--- config.mk ---
export PLATFORM = sky130hd
export DESIGN_NAME = snow_rain_splitter_core
export DESIGN_NICKNAME = d
export VERILOG_FILES = /design/src/srs_pkg.sv /design/src/snow_rain_splitter_core.sv /design/src/srs_div_stage.sv
export SDC_FILE = /design/constraint.sdc
export NUM_CORES = 2
export LEC_CHECK = 0
export BUFFER_PORTS_ARGS = -buffer_cell sky130_fd_sc_hd__buf_2
export CAP_MARGIN = 0
export CORE_ASPECT_RATIO = 0.8
export CORE_UTILIZATION = 30
export CTS_CLUSTER_DIAMETER = 150
export DETAILED_ROUTE_END_ITERATION = 8
export GPL_ROUTABILITY_DRIVEN = 0
export PLACE_DENSITY_LB_ADDON = 0.2
export REMOVE_ABC_BUFFERS = 1
export SLEW_MARGIN = 20
export SYNTH_ARGS = -nofsm -noshare
export SYNTH_HDL_FRONTEND = slang
export SYNTH_SLANG_ARGS = --single-unit
--- constraint.sdc ---
create_clock -name clk -period 27 [get_ports clk]
set_input_delay 1.35 -clock clk [delete_from_list [all_inputs] [get_ports clk]]
set_output_delay 1.35 -clock clk [all_outputs]
set_load 0.1 [all_outputs]
--- src/srs_pkg.sv ---
`timescale 1ns / 1ps
`default_nettype none
// ----------------------------------------------------------------------------
// srs_pkg
// Shared widths, constants and the divider beat type of the snow/rain splitter.
// ----------------------------------------------------------------------------
package srs_pkg;

    // field widths
    localparam int PRECIP_W = 16;
    localparam int TEMP_W   = 14;
    localparam int ELEV_W   = 14;
    localparam int FACTOR_W = 16;
    localparam int OUT_W    = 18;
    localparam int CFG_IDX_W  = 2;
    localparam int CFG_DATA_W = 16;

    // solid fraction, Q0.16 held in 17 bits so that 1.0 is exact
    localparam int FS_W = 17;
    localparam logic [FS_W-1:0] FS_ONE  = 17'h10000;
    localparam logic [FS_W-1:0] FS_ZERO = 17'h00000;

    // mean-temperature ramp, centidegrees
    localparam logic signed [TEMP_W-1:0] T_COLD = -14'sd100;
    localparam logic signed [TEMP_W-1:0] T_WARM = 14'sd300;
    localparam int T_SPAN = 400;

    // divider: quotient = floor(num * 2^16 / den) with num < den
    localparam int DIV_W      = TEMP_W + 1;
    localparam int QUO_W      = 16;
    localparam int DIV_STEPS  = 4;
    localparam int DIV_STAGES = QUO_W / DIV_STEPS;

    // scaling products
    localparam int PROD1_W     = PRECIP_W + FS_W;
    localparam int PROD2_W     = PROD1_W + FACTOR_W;
    localparam int SCALE_SHIFT = 30;

    // configuration register indexes
    localparam logic [CFG_IDX_W-1:0] REG_ELEVATION   = 2'd0;
    localparam logic [CFG_IDX_W-1:0] REG_RAIN_FACTOR = 2'd1;
    localparam logic [CFG_IDX_W-1:0] REG_SNOW_FACTOR = 2'd2;

    localparam logic [ELEV_W-1:0]   ELEV_RST   = 14'd0;
    localparam logic [FACTOR_W-1:0] FACTOR_RST = 16'd16384;

    localparam int ELEV_SPLIT_M_DEFAULT = 1500;

    typedef struct packed {
        logic [DIV_W-1:0] rem;
        logic [DIV_W-1:0] den;
        logic [QUO_W-1:0] quo;
    } srs_div_t;

endpackage
`default_nettype wire

--- src/snow_rain_splitter_core.sv ---
`timescale 1ns / 1ps
`default_nettype none
// Pipeline: prep, 4 divider slices and two multiply stages from input beat to
//   result beat; the slice count is set by the 16 quotient bits at 4 bits per slice.
// Throughput: one beat per cycle; a stall at the output freezes the whole pipe.
// Reset: rst_n clears all valid bits and loads elevation 0 and both factors 1.0.
// ----------------------------------------------------------------------------
// snow_rain_splitter_core
// Splits a precipitation sample into corrected rain and snow.
// ----------------------------------------------------------------------------
module snow_rain_splitter_core #(
    parameter int ELEV_SPLIT_M = srs_pkg::ELEV_SPLIT_M_DEFAULT
) (
    input  wire logic                           clk,
    input  wire logic                           rst_n,
    // configuration
    input  wire logic                           cfg_we,
    input  wire logic [srs_pkg::CFG_IDX_W-1:0]  cfg_index,
    input  wire logic [srs_pkg::CFG_DATA_W-1:0] cfg_data,
    // input channel
    input  wire logic                           in_valid,
    output logic                                in_ready,
    input  wire logic [srs_pkg::PRECIP_W-1:0]   precip,
    input  wire logic signed [srs_pkg::TEMP_W-1:0] temp_mean,
    input  wire logic signed [srs_pkg::TEMP_W-1:0] temp_low,
    input  wire logic signed [srs_pkg::TEMP_W-1:0] temp_high,
    // result channel
    output logic                                out_valid,
    input  wire logic                           out_ready,
    output logic [srs_pkg::OUT_W-1:0]           rain,
    output logic [srs_pkg::OUT_W-1:0]           snow,
    output logic                                bounds_swapped
);
    import srs_pkg::*;

    // sideband that rides alongside the divider
    typedef struct packed {
        logic [PRECIP_W-1:0] precip;
        logic                use_div;   // fraction comes from the quotient
        logic [FS_W-1:0]     fs_fix;    // fraction when clamped to 0 or 1
        logic                swapped;
    } side_t;

    // ------------------------------------------------------------------
    // configuration registers
    // ------------------------------------------------------------------
    logic [ELEV_W-1:0]   elevation_reg;
    logic [FACTOR_W-1:0] rain_factor_reg;
    logic [FACTOR_W-1:0] snow_factor_reg;

    always_ff @(posedge clk or negedge rst_n)
    begin
        if (!rst_n)
        begin
            elevation_reg   <= ELEV_RST;
            rain_factor_reg <= FACTOR_RST;
            snow_factor_reg <= FACTOR_RST;
        end
        else if (cfg_we)
        begin
            unique case (cfg_index)
                REG_ELEVATION:   elevation_reg   <= cfg_data[ELEV_W-1:0];
                REG_RAIN_FACTOR: rain_factor_reg <= cfg_data[FACTOR_W-1:0];
                REG_SNOW_FACTOR: snow_factor_reg <= cfg_data[FACTOR_W-1:0];
                default: ;  // unmapped index, write dropped
            endcase
        end
    end

    // ------------------------------------------------------------------
    // pipeline control: every stage moves together unless the result
    // register holds a beat that is not taken
    // ------------------------------------------------------------------
    logic advance;
    logic out_valid_reg;

    assign advance  = !out_valid_reg || out_ready;
    assign in_ready = advance;

    // ------------------------------------------------------------------
    // stage 0: method select, clamps, divider operands
    // ------------------------------------------------------------------
    srs_div_t div_s0_next;
    side_t    side_s0_next;
    srs_div_t div_s0_reg;
    logic     valid_s0_reg;

    logic signed [DIV_W-1:0] t_ext;
    logic signed [DIV_W-1:0] lo_ext;
    logic signed [DIV_W-1:0] hi_ext;
    logic signed [DIV_W-1:0] hi_clamped;
    logic                    mean_method;

    assign t_ext       = DIV_W'(temp_mean);
    assign lo_ext      = DIV_W'(temp_low);
    assign hi_ext      = DIV_W'(temp_high);
    assign mean_method = (elevation_reg >= ELEV_W'(ELEV_SPLIT_M));
    // max below min is pulled up to min
    assign hi_clamped  = (hi_ext < lo_ext) ? lo_ext : hi_ext;

    always_comb
    begin
        div_s0_next.rem      = '0;
        div_s0_next.den      = DIV_W'(1);
        div_s0_next.quo      = '0;
        side_s0_next.precip  = precip;
        side_s0_next.use_div = 1'b0;
        side_s0_next.fs_fix  = FS_ZERO;
        side_s0_next.swapped = 1'b0;
        if (mean_method)
        begin
            if (temp_mean <= T_COLD)
            begin
                side_s0_next.fs_fix = FS_ONE;
            end
            else if (temp_mean >= T_WARM)
            begin
                side_s0_next.fs_fix = FS_ZERO;
            end
            else
            begin
                side_s0_next.use_div = 1'b1;
                div_s0_next.rem      = DIV_W'(DIV_W'(T_WARM) - t_ext);
                div_s0_next.den      = DIV_W'(T_SPAN);
            end
        end
        else
        begin
            side_s0_next.swapped = (hi_ext < lo_ext);
            if (hi_clamped <= 0)
            begin
                side_s0_next.fs_fix = FS_ONE;
            end
            else if (lo_ext >= 0)
            begin
                side_s0_next.fs_fix = FS_ZERO;
            end
            else
            begin
                // lo < 0 < hi, so -lo < hi - lo and the quotient fits 16 bits
                side_s0_next.use_div = 1'b1;
                div_s0_next.rem      = DIV_W'(-lo_ext);
                div_s0_next.den      = DIV_W'(hi_clamped - lo_ext);
            end
        end
    end

    side_t side_reg [DIV_STAGES+1];

    always_ff @(posedge clk or negedge rst_n)
    begin
        if (!rst_n)
        begin
            valid_s0_reg <= 1'b0;
        end
        else if (advance)
        begin
            valid_s0_reg <= in_valid;
        end
    end

    always_ff @(posedge clk)
    begin
        if (advance)
        begin
            div_s0_reg  <= div_s0_next;
            side_reg[0] <= side_s0_next;
            for (int i = 0; i < DIV_STAGES; i++)
            begin
                side_reg[i+1] <= side_reg[i];
            end
        end
    end

    // ------------------------------------------------------------------
    // divider slices
    // ------------------------------------------------------------------
    srs_div_t div_pipe   [DIV_STAGES+1];
    logic     valid_pipe [DIV_STAGES+1];

    assign div_pipe[0]   = div_s0_reg;
    assign valid_pipe[0] = valid_s0_reg;

    for (genvar g = 0; g < DIV_STAGES; g++)
    begin : g_div
        srs_div_stage u_div (
            .clk       (clk),
            .rst_n     (rst_n),
            .advance   (advance),
            .in_valid  (valid_pipe[g]),
            .in_div    (div_pipe[g]),
            .out_valid (valid_pipe[g+1]),
            .out_div   (div_pipe[g+1])
        );
    end

    // ------------------------------------------------------------------
    // multiply stage 1: precip times liquid and solid shares
    // ------------------------------------------------------------------
    logic [FS_W-1:0]    fs_final;
    logic [FS_W-1:0]    rain_share;
    logic [PROD1_W-1:0] rain_p_reg;
    logic [PROD1_W-1:0] snow_p_reg;
    logic               swapped_m1_reg;
    logic               valid_m1_reg;

    assign fs_final   = side_reg[DIV_STAGES].use_div
                      ? {1'b0, div_pipe[DIV_STAGES].quo}
                      : side_reg[DIV_STAGES].fs_fix;
    assign rain_share = FS_ONE - fs_final;

    always_ff @(posedge clk or negedge rst_n)
    begin
        if (!rst_n)
        begin
            valid_m1_reg <= 1'b0;
        end
        else if (advance)
        begin
            valid_m1_reg <= valid_pipe[DIV_STAGES];
        end
    end

    always_ff @(posedge clk)
    begin
        if (advance)
        begin
            rain_p_reg     <= PROD1_W'(side_reg[DIV_STAGES].precip) * PROD1_W'(rain_share);
            snow_p_reg     <= PROD1_W'(side_reg[DIV_STAGES].precip) * PROD1_W'(fs_final);
            swapped_m1_reg <= side_reg[DIV_STAGES].swapped;
        end
    end

    // ------------------------------------------------------------------
    // multiply stage 2: correction factors, drop 30 fraction bits
    // ------------------------------------------------------------------
    logic [PROD2_W-1:0] rain_full;
    logic [PROD2_W-1:0] snow_full;
    logic [OUT_W-1:0]   rain_reg;
    logic [OUT_W-1:0]   snow_reg;
    logic               swapped_reg;

    assign rain_full = PROD2_W'(rain_p_reg) * PROD2_W'(rain_factor_reg);
    assign snow_full = PROD2_W'(snow_p_reg) * PROD2_W'(snow_factor_reg);

    always_ff @(posedge clk or negedge rst_n)
    begin
        if (!rst_n)
        begin
            out_valid_reg <= 1'b0;
        end
        else if (advance)
        begin
            out_valid_reg <= valid_m1_reg;
        end
    end

    always_ff @(posedge clk)
    begin
        if (advance)
        begin
            rain_reg    <= rain_full[SCALE_SHIFT+OUT_W-1:SCALE_SHIFT];
            snow_reg    <= snow_full[SCALE_SHIFT+OUT_W-1:SCALE_SHIFT];
            swapped_reg <= swapped_m1_reg;
        end
    end

    assign out_valid      = out_valid_reg;
    assign rain           = rain_reg;
    assign snow           = snow_reg;
    assign bounds_swapped = swapped_reg;

endmodule
`default_nettype wire

--- src/srs_div_stage.sv ---
`timescale 1ns / 1ps
`default_nettype none
// ----------------------------------------------------------------------------
// srs_div_stage
// One registered slice of the fraction divider: DIV_STEPS restoring steps.
// ----------------------------------------------------------------------------
module srs_div_stage (
    input  wire logic             clk,
    input  wire logic             rst_n,
    input  wire logic             advance,
    input  wire logic             in_valid,
    input  wire srs_pkg::srs_div_t in_div,
    output logic                  out_valid,
    output srs_pkg::srs_div_t     out_div
);
    import srs_pkg::*;

    srs_div_t div_next;
    srs_div_t div_reg;
    logic     valid_reg;

    always_comb
    begin
        logic [DIV_W-1:0] r;
        logic [DIV_W:0]   r2;
        logic [QUO_W-1:0] q;
        r = in_div.rem;
        q = in_div.quo;
        for (int k = 0; k < DIV_STEPS; k++)
        begin
            r2 = {r, 1'b0};
            if (r2 >= {1'b0, in_div.den})
            begin
                r2 = r2 - {1'b0, in_div.den};
                q  = {q[QUO_W-2:0], 1'b1};
            end
            else
            begin
                q  = {q[QUO_W-2:0], 1'b0};
            end
            r = r2[DIV_W-1:0];
        end
        div_next.rem = r;
        div_next.den = in_div.den;
        div_next.quo = q;
    end

    always_ff @(posedge clk or negedge rst_n)
    begin
        if (!rst_n)
        begin
            valid_reg <= 1'b0;
        end
        else if (advance)
        begin
            valid_reg <= in_valid;
        end
    end

    always_ff @(posedge clk)
    begin
        if (advance)
        begin
            div_reg <= div_next;
        end
    end

    assign out_valid = valid_reg;
    assign out_div   = div_reg;

endmodule
`default_nettype wire

==> Word level (Yosys, flattened, before mapping) <==
Memories as Yosys holds them, arrays and structs flattened.
Index checks and enable logic that the tools add are counted.
{ "word_totals": {"register_bits": 317, "ram_bits": 175, "in_bits": 81, "out_inout_bits": 39, "wordCells": 133, "mem_count": 1} }
{ "mem_list": {"columns": ["name", "words", "width", "read_ports", "rd_clocked_by_memory_dff", "wr", "line", "rtl"], "rows": [
  ["side_reg", 5, 35, 5, 0, 5, "snow_rain_splitter_core.sv:148", "side_t side_reg [DIV_STAGES+1];"]
]} }
{ "classes": {"add_sub_neg": 19, "n_mul": 4, "order_cmp": 22, "n_eq_ne": 2, "mux": 48, "n_reduce_logical": 6} }
{ "op_table": {"columns": ["cell", "count"], "rows": [
  ["greater-or-equal comparator 16 x 15 -> 1 bit", 16],
  ["two-way mux 15 bit", 16],
  ["subtractor 15 bit", 15],
  ["two-way mux 30 bit", 5],
  ["multiplier 33 x 16 -> 48 bit", 2],
  ["multiplier 16 x 17 -> 33 bit", 2],
  ["two-way mux 17 bit", 3],
  ["two-way mux 1 bit", 23],
  ["two-way mux 18 bit", 1],
  ["subtractor 17 bit (first input constant)", 1],
  ["less-or-equal comparator 15 x 1 -> 1 bit (second input constant)", 1],
  ["negator 14 -> 15 bit", 1],
  ["subtractor 10 x 14 -> 15 bit (first input constant)", 1],
  ["subtractor 15 x 14 -> 15 bit", 1],
  ["greater-or-equal comparator 14 x 1 -> 1 bit (second input constant)", 1],
  ["greater-or-equal comparator 14 x 10 -> 1 bit (second input constant)", 1],
  ["greater-or-equal comparator 14 x 11 -> 1 bit (second input constant)", 1],
  ["less-or-equal comparator 14 x 8 -> 1 bit (second input constant)", 1],
  ["< comparator 14 bit", 1],
  ["AND reduction 2 bit", 3],
  ["equality test 2 x 1 -> 1 bit (second input constant)", 1],
  ["equality test 2 bit (second input constant)", 1],
  ["logical NOT 2 bit", 1],
  ["logical NOT 1 bit", 1],
  ["logical OR 1 bit", 1]
]} }

==> Logic depth before layout (Yosys ltp) <==
{ "depth": {"ltp_word": 8, "ltp_mapped": 49, "mapped_depth_nobuf": 44} }

==> By module <==
From an unflattened synthesis, not the netlist that was laid out.
{ "unflattened": {"hier_cells": 8243, "hier_area_um2": 78321.4} }
{ "by_module_without_submodules": {"columns": ["mod", "instances", "cells_per_inst", "area_per_inst_um2", "seq_area_each_um2"], "rows": [
  ["snow_rain_splitter_core", 1, 6255, 59308.1, 8025.2],
  ["srs_div_stage (g_div[0].u_div ...)", 3, 497, 4770.8, 1406.3],
  ["srs_div_stage (g_div[3].u_div)", 1, 497, 4700.8, 1406.3]
]} }

==> Worst setup path after synthesis <==
Ideal clock, no wire load.
{ "synth_timing": {"kind": "input-to-reg", "startpoint": "input port out_ready", "endpoint": "register g_div[0].u_div.valid_reg", "setup_ns": 0.124, "t_arrival_ns": 13.563, "required_ns": 26.876, "slack_ns": 13.313, "cell_stages": 3, "path_buffers": 1, "path_cell_list": "nand2b_1 > clkbuf_1 > mux2_2"} }
{ "synth_via": {"elab_chain_cells": 1} }
{ "synth_lines": {"columns": ["item", "line", "rtl"], "rows": [
  ["start, declared", "snow_rain_splitter_core.sv:29", "input wire logic out_ready,"],
  ["logical OR 1 bit", "snow_rain_splitter_core.sv:77", "assign advance = !out_valid_reg || out_ready;"],
  ["named net in_ready", "snow_rain_splitter_core.sv:22", "output logic in_ready,"],
  ["end signal, assigned", "srs_div_stage.sv:56", "valid_reg <= in_valid;"],
  ["end, declared", "srs_div_stage.sv:20", "logic valid_reg;"]
]} }
The timed path passes the listed nets, and every way through them passes these cells.
A chain may end at the register's enable or synchronous reset.

==> results_dict.tcl <==
set metrics [dict create \
    startpoint_type "flop" \
    outcome "completed" \
    yosysUniqueCellTypes 108 \
    avgViaCountPerCell 4.83 \
    dr.pass1.iters 6 \
    setup_violations 0 \
    cp_data_required_time_ns 27.44 \
    vias 54400 \
    antenna_left 0 \
    synth_area_leaders "fa_1 (34%), edfxtp_1 (14%), ha_1 (12%)" \
    routed.top_layer "met5" \
    critPathArrivalTime_ns 12.03 \
    cts-root-buf "clkbuf_16" \
    post_cts_resized 0 \
    largest_register_ffs 130 \
    fp-row-count 163 \
    cts_tree "done" \
    worst_r2r_path_depth 44 \
    hold_depth 0 \
    synth_seq_cells 409 \
    skew_ns 0.0704 \
    synthArstFlopShare_pct 12.5 \
    core-area_mm2 0.248 \
    ff2ff_setup_slack_ns 15.41 \
    regToRegStartpoint "g_div[1].u_div.out_div[16]$_DFFE_PP_" \
    grt_max_degree 183 \
    path_max_fanout 24 \
    synth_area_mm2 0.0751 \
    tightest_slew_ns 1.15 \
    seq_area_frac_synth_pct 16.0 \
    wirelength_um 212000 \
    insertion_delay_ns 0.72 \
    path_class "flop to flop" \
    die_x_um 561 \
    start_util_pct 30.3 \
    rr_endpoint "g_div[2].u_div.out_div[37]$_DFFE_PP_" \
    final_max_slew_viol_count 0 \
    post-route-min-period_ns 11.59 \
    cts_hold_buf 0 \
    area_growth_pct 8.22 \
    synth_top_area_share_pct 34.1 \
    portBuffers 119 \
    hold_violations 0 \
    post-dp-hpwl_um 164000 \
    synth_edf_count 358 \
    rsz0062_at_grt "no" \
    min_to "side_reg[0][57]$_DFFE_PP_" \
    cp-startpoint "g_div[1].u_div.out_div[16]$_DFFE_PP_" \
    cts_setup_buffers 0 \
    layout_common_cells "inv_1 (1445), nand2_1 (1281), fa_1 (1281)" \
    clk_pin_slew_ns 0.06 \
    antenna_found_initial 7 \
    drive_above_1_share_pct 6.68 \
    min_from "side_reg[0][22]$_DFFE_PP_" \
    drv_cap 0 \
    hp-class "flop to flop" \
    cpPeakStageDelay_ns 0.70 \
    die-area_mm2 0.252 \
    netlist_instances 7982 \
    yosys.area.top_type "fa_1" \
    wl_met2_um 91000 \
    final_common_cell "inv_1" \
    wl_met1_um 106000 \
    drc 0 \
    cp-end-kind "flop" \
    synthFlopType "edfxtp_1" \
    fin_crit_sh_pct 42.9 \
    fmax_mhz 86.3 \
    critPathSlowestCell "a211oi_2" \
    relSlewSlack_pct 23.1 \
    drt_iter0_drc 3392 \
    ys_warn_count 0 \
    clock_path_buffers 3 \
    h-tree-depth 2 \
    cts_buffers 54 \
    grt.overflow.total 0 \
    nets 9978 \
    grt_pass1_wl_um 337000 \
    wl_per_cell_um 18.8 \
    io_pins 120 \
    setup_tns_ns 0 \
    syn_area_per_cell_um2 9.41 \
    grt_usage_pct 16.9 \
    die_height_um 450 \
    grt_pass1_vias 57500 \
    crit_top_cell "a21oi_1" \
    wl_met3_um 11500 \
    cts_num_sinks 409 \
]
[worst max-delay path by stage]
| stage | end | slack [ns] | depth (start not counted) |
|---|---|---|---|
| 2_1_floorplan | g_div[0].u_div.out_valid$_DFFE_PN0P_ | 14.81 | 2 |
| 3_3_place_gp | g_div[2].u_div.out_div[37]$_DFFE_PP_ | 15.45 | 44 |
| 3_5_place_dp | g_div[2].u_div.out_div[37]$_DFFE_PP_ | 15.51 | 44 |
| 4_1_cts | g_div[2].u_div.out_div[37]$_DFFE_PP_ | 15.49 | 44 |
| 5_1_grt | g_div[2].u_div.out_div[37]$_DFFE_PP_ | 14.56 | 44 |
| 6_report | g_div[2].u_div.out_div[37]$_DFFE_PP_ | 15.41 | 44 |
[per-layer routing]
| layer | GRT usage [%] | up-vias |
|---|---|---|
| li1 | - | 25200 |
| met5 | 0 | - |
| met1 | 25.6 | 27900 |
| met2 | 25.8 | 1262 |
| met4 | 2.95 | 2 |
| met3 | 2.35 | 165 |
[critical path: cells and delay by family, from the launching register on]
kind	cells	cell delay (ns)
adder cells (fa/ha/maj)	4	1.55
flip-flops	1	0.68
AO/OA/AOI/OAI	23	5.63
AND/OR/NAND/NOR	9	1.81
multiplexers	3	0.69
buffers and inverters	5	0.94
[stage by stage]
step | cell area [µm²] | cells | setup slack (ns) | util (%) | hold WS, ns
2_1_floorplan | 73800 | 7651 | 14.81 | - | 0.400
3_3_place_gp | 79400 | 11200 | 15.45 | 32.0 | 0.402
3_5_place_dp | 79400 | 11200 | 15.51 | 32.0 | 0.405
4_1_cts | 81300 | 11300 | 15.49 | 32.8 | 0.410
5_1_grt | 81300 | 11300 | 14.56 | 32.8 | 0.415
6_report | 81300 | 11300 | 15.41 | 32.8 | 0.403
[cell usage after synthesis (all sizes together), types with 7 or more instances]
master / count
o21ai: 196
buf: 32
o2111ai: 8
o22ai: 17
or4: 9
and4: 7
a31oi: 22
dfrtp: 49
and3: 103
a31o: 7
clkbuf: 299
nor2: 253
xnor2: 207
ha: 695
nand2: 1283
o41ai: 11
o211ai: 18
and2: 435
a21o: 121
inv: 1452
o21a: 56
a211o: 9
nand4: 34
fa: 1281
o21bai: 32
a211oi: 32
o31a: 11
or3: 27
a2111oi: 12
xor2: 82
a21boi: 21
nor2b: 47
edfxtp: 358
or2: 14
nor3: 95
nand3: 68
nand2b: 49
o31ai: 23
a21oi: 245
mux2i: 26
o221ai: 22
mux2: 127
nor4: 17
[area by class of cell]
type	instances	area, µm²
timing repair buffer	214	1320
multi-input combinational	5790	56400
sequential	409	12000
antenna	6	15.0
tap	3300	4130
clock buffer	63	1450
fill	25600	167000
inverter	1452	5460
clock inverter	38	448
[cells by family (layout without fill, tap and decap cells)]
family | count (synthesis) | count (layout) | synth area share [%]
xor+xnor | 289 | 289 | 3.37
buf+inv | 1783 | 1767 | 9.01
mux | 153 | 153 | 2.33
compound gates | 913 | 913 | 8.25
other cells | 0 | 6 | 0
fa+ha+maj | 1976 | 1976 | 45.7
flops | 409 | 409 | 16.0
simple gates | 2459 | 2459 | 15.3
Power is left out: the tool's default activity adds up to more than one toggle a clock period on the data nets, which glitch-free logic cannot reach.
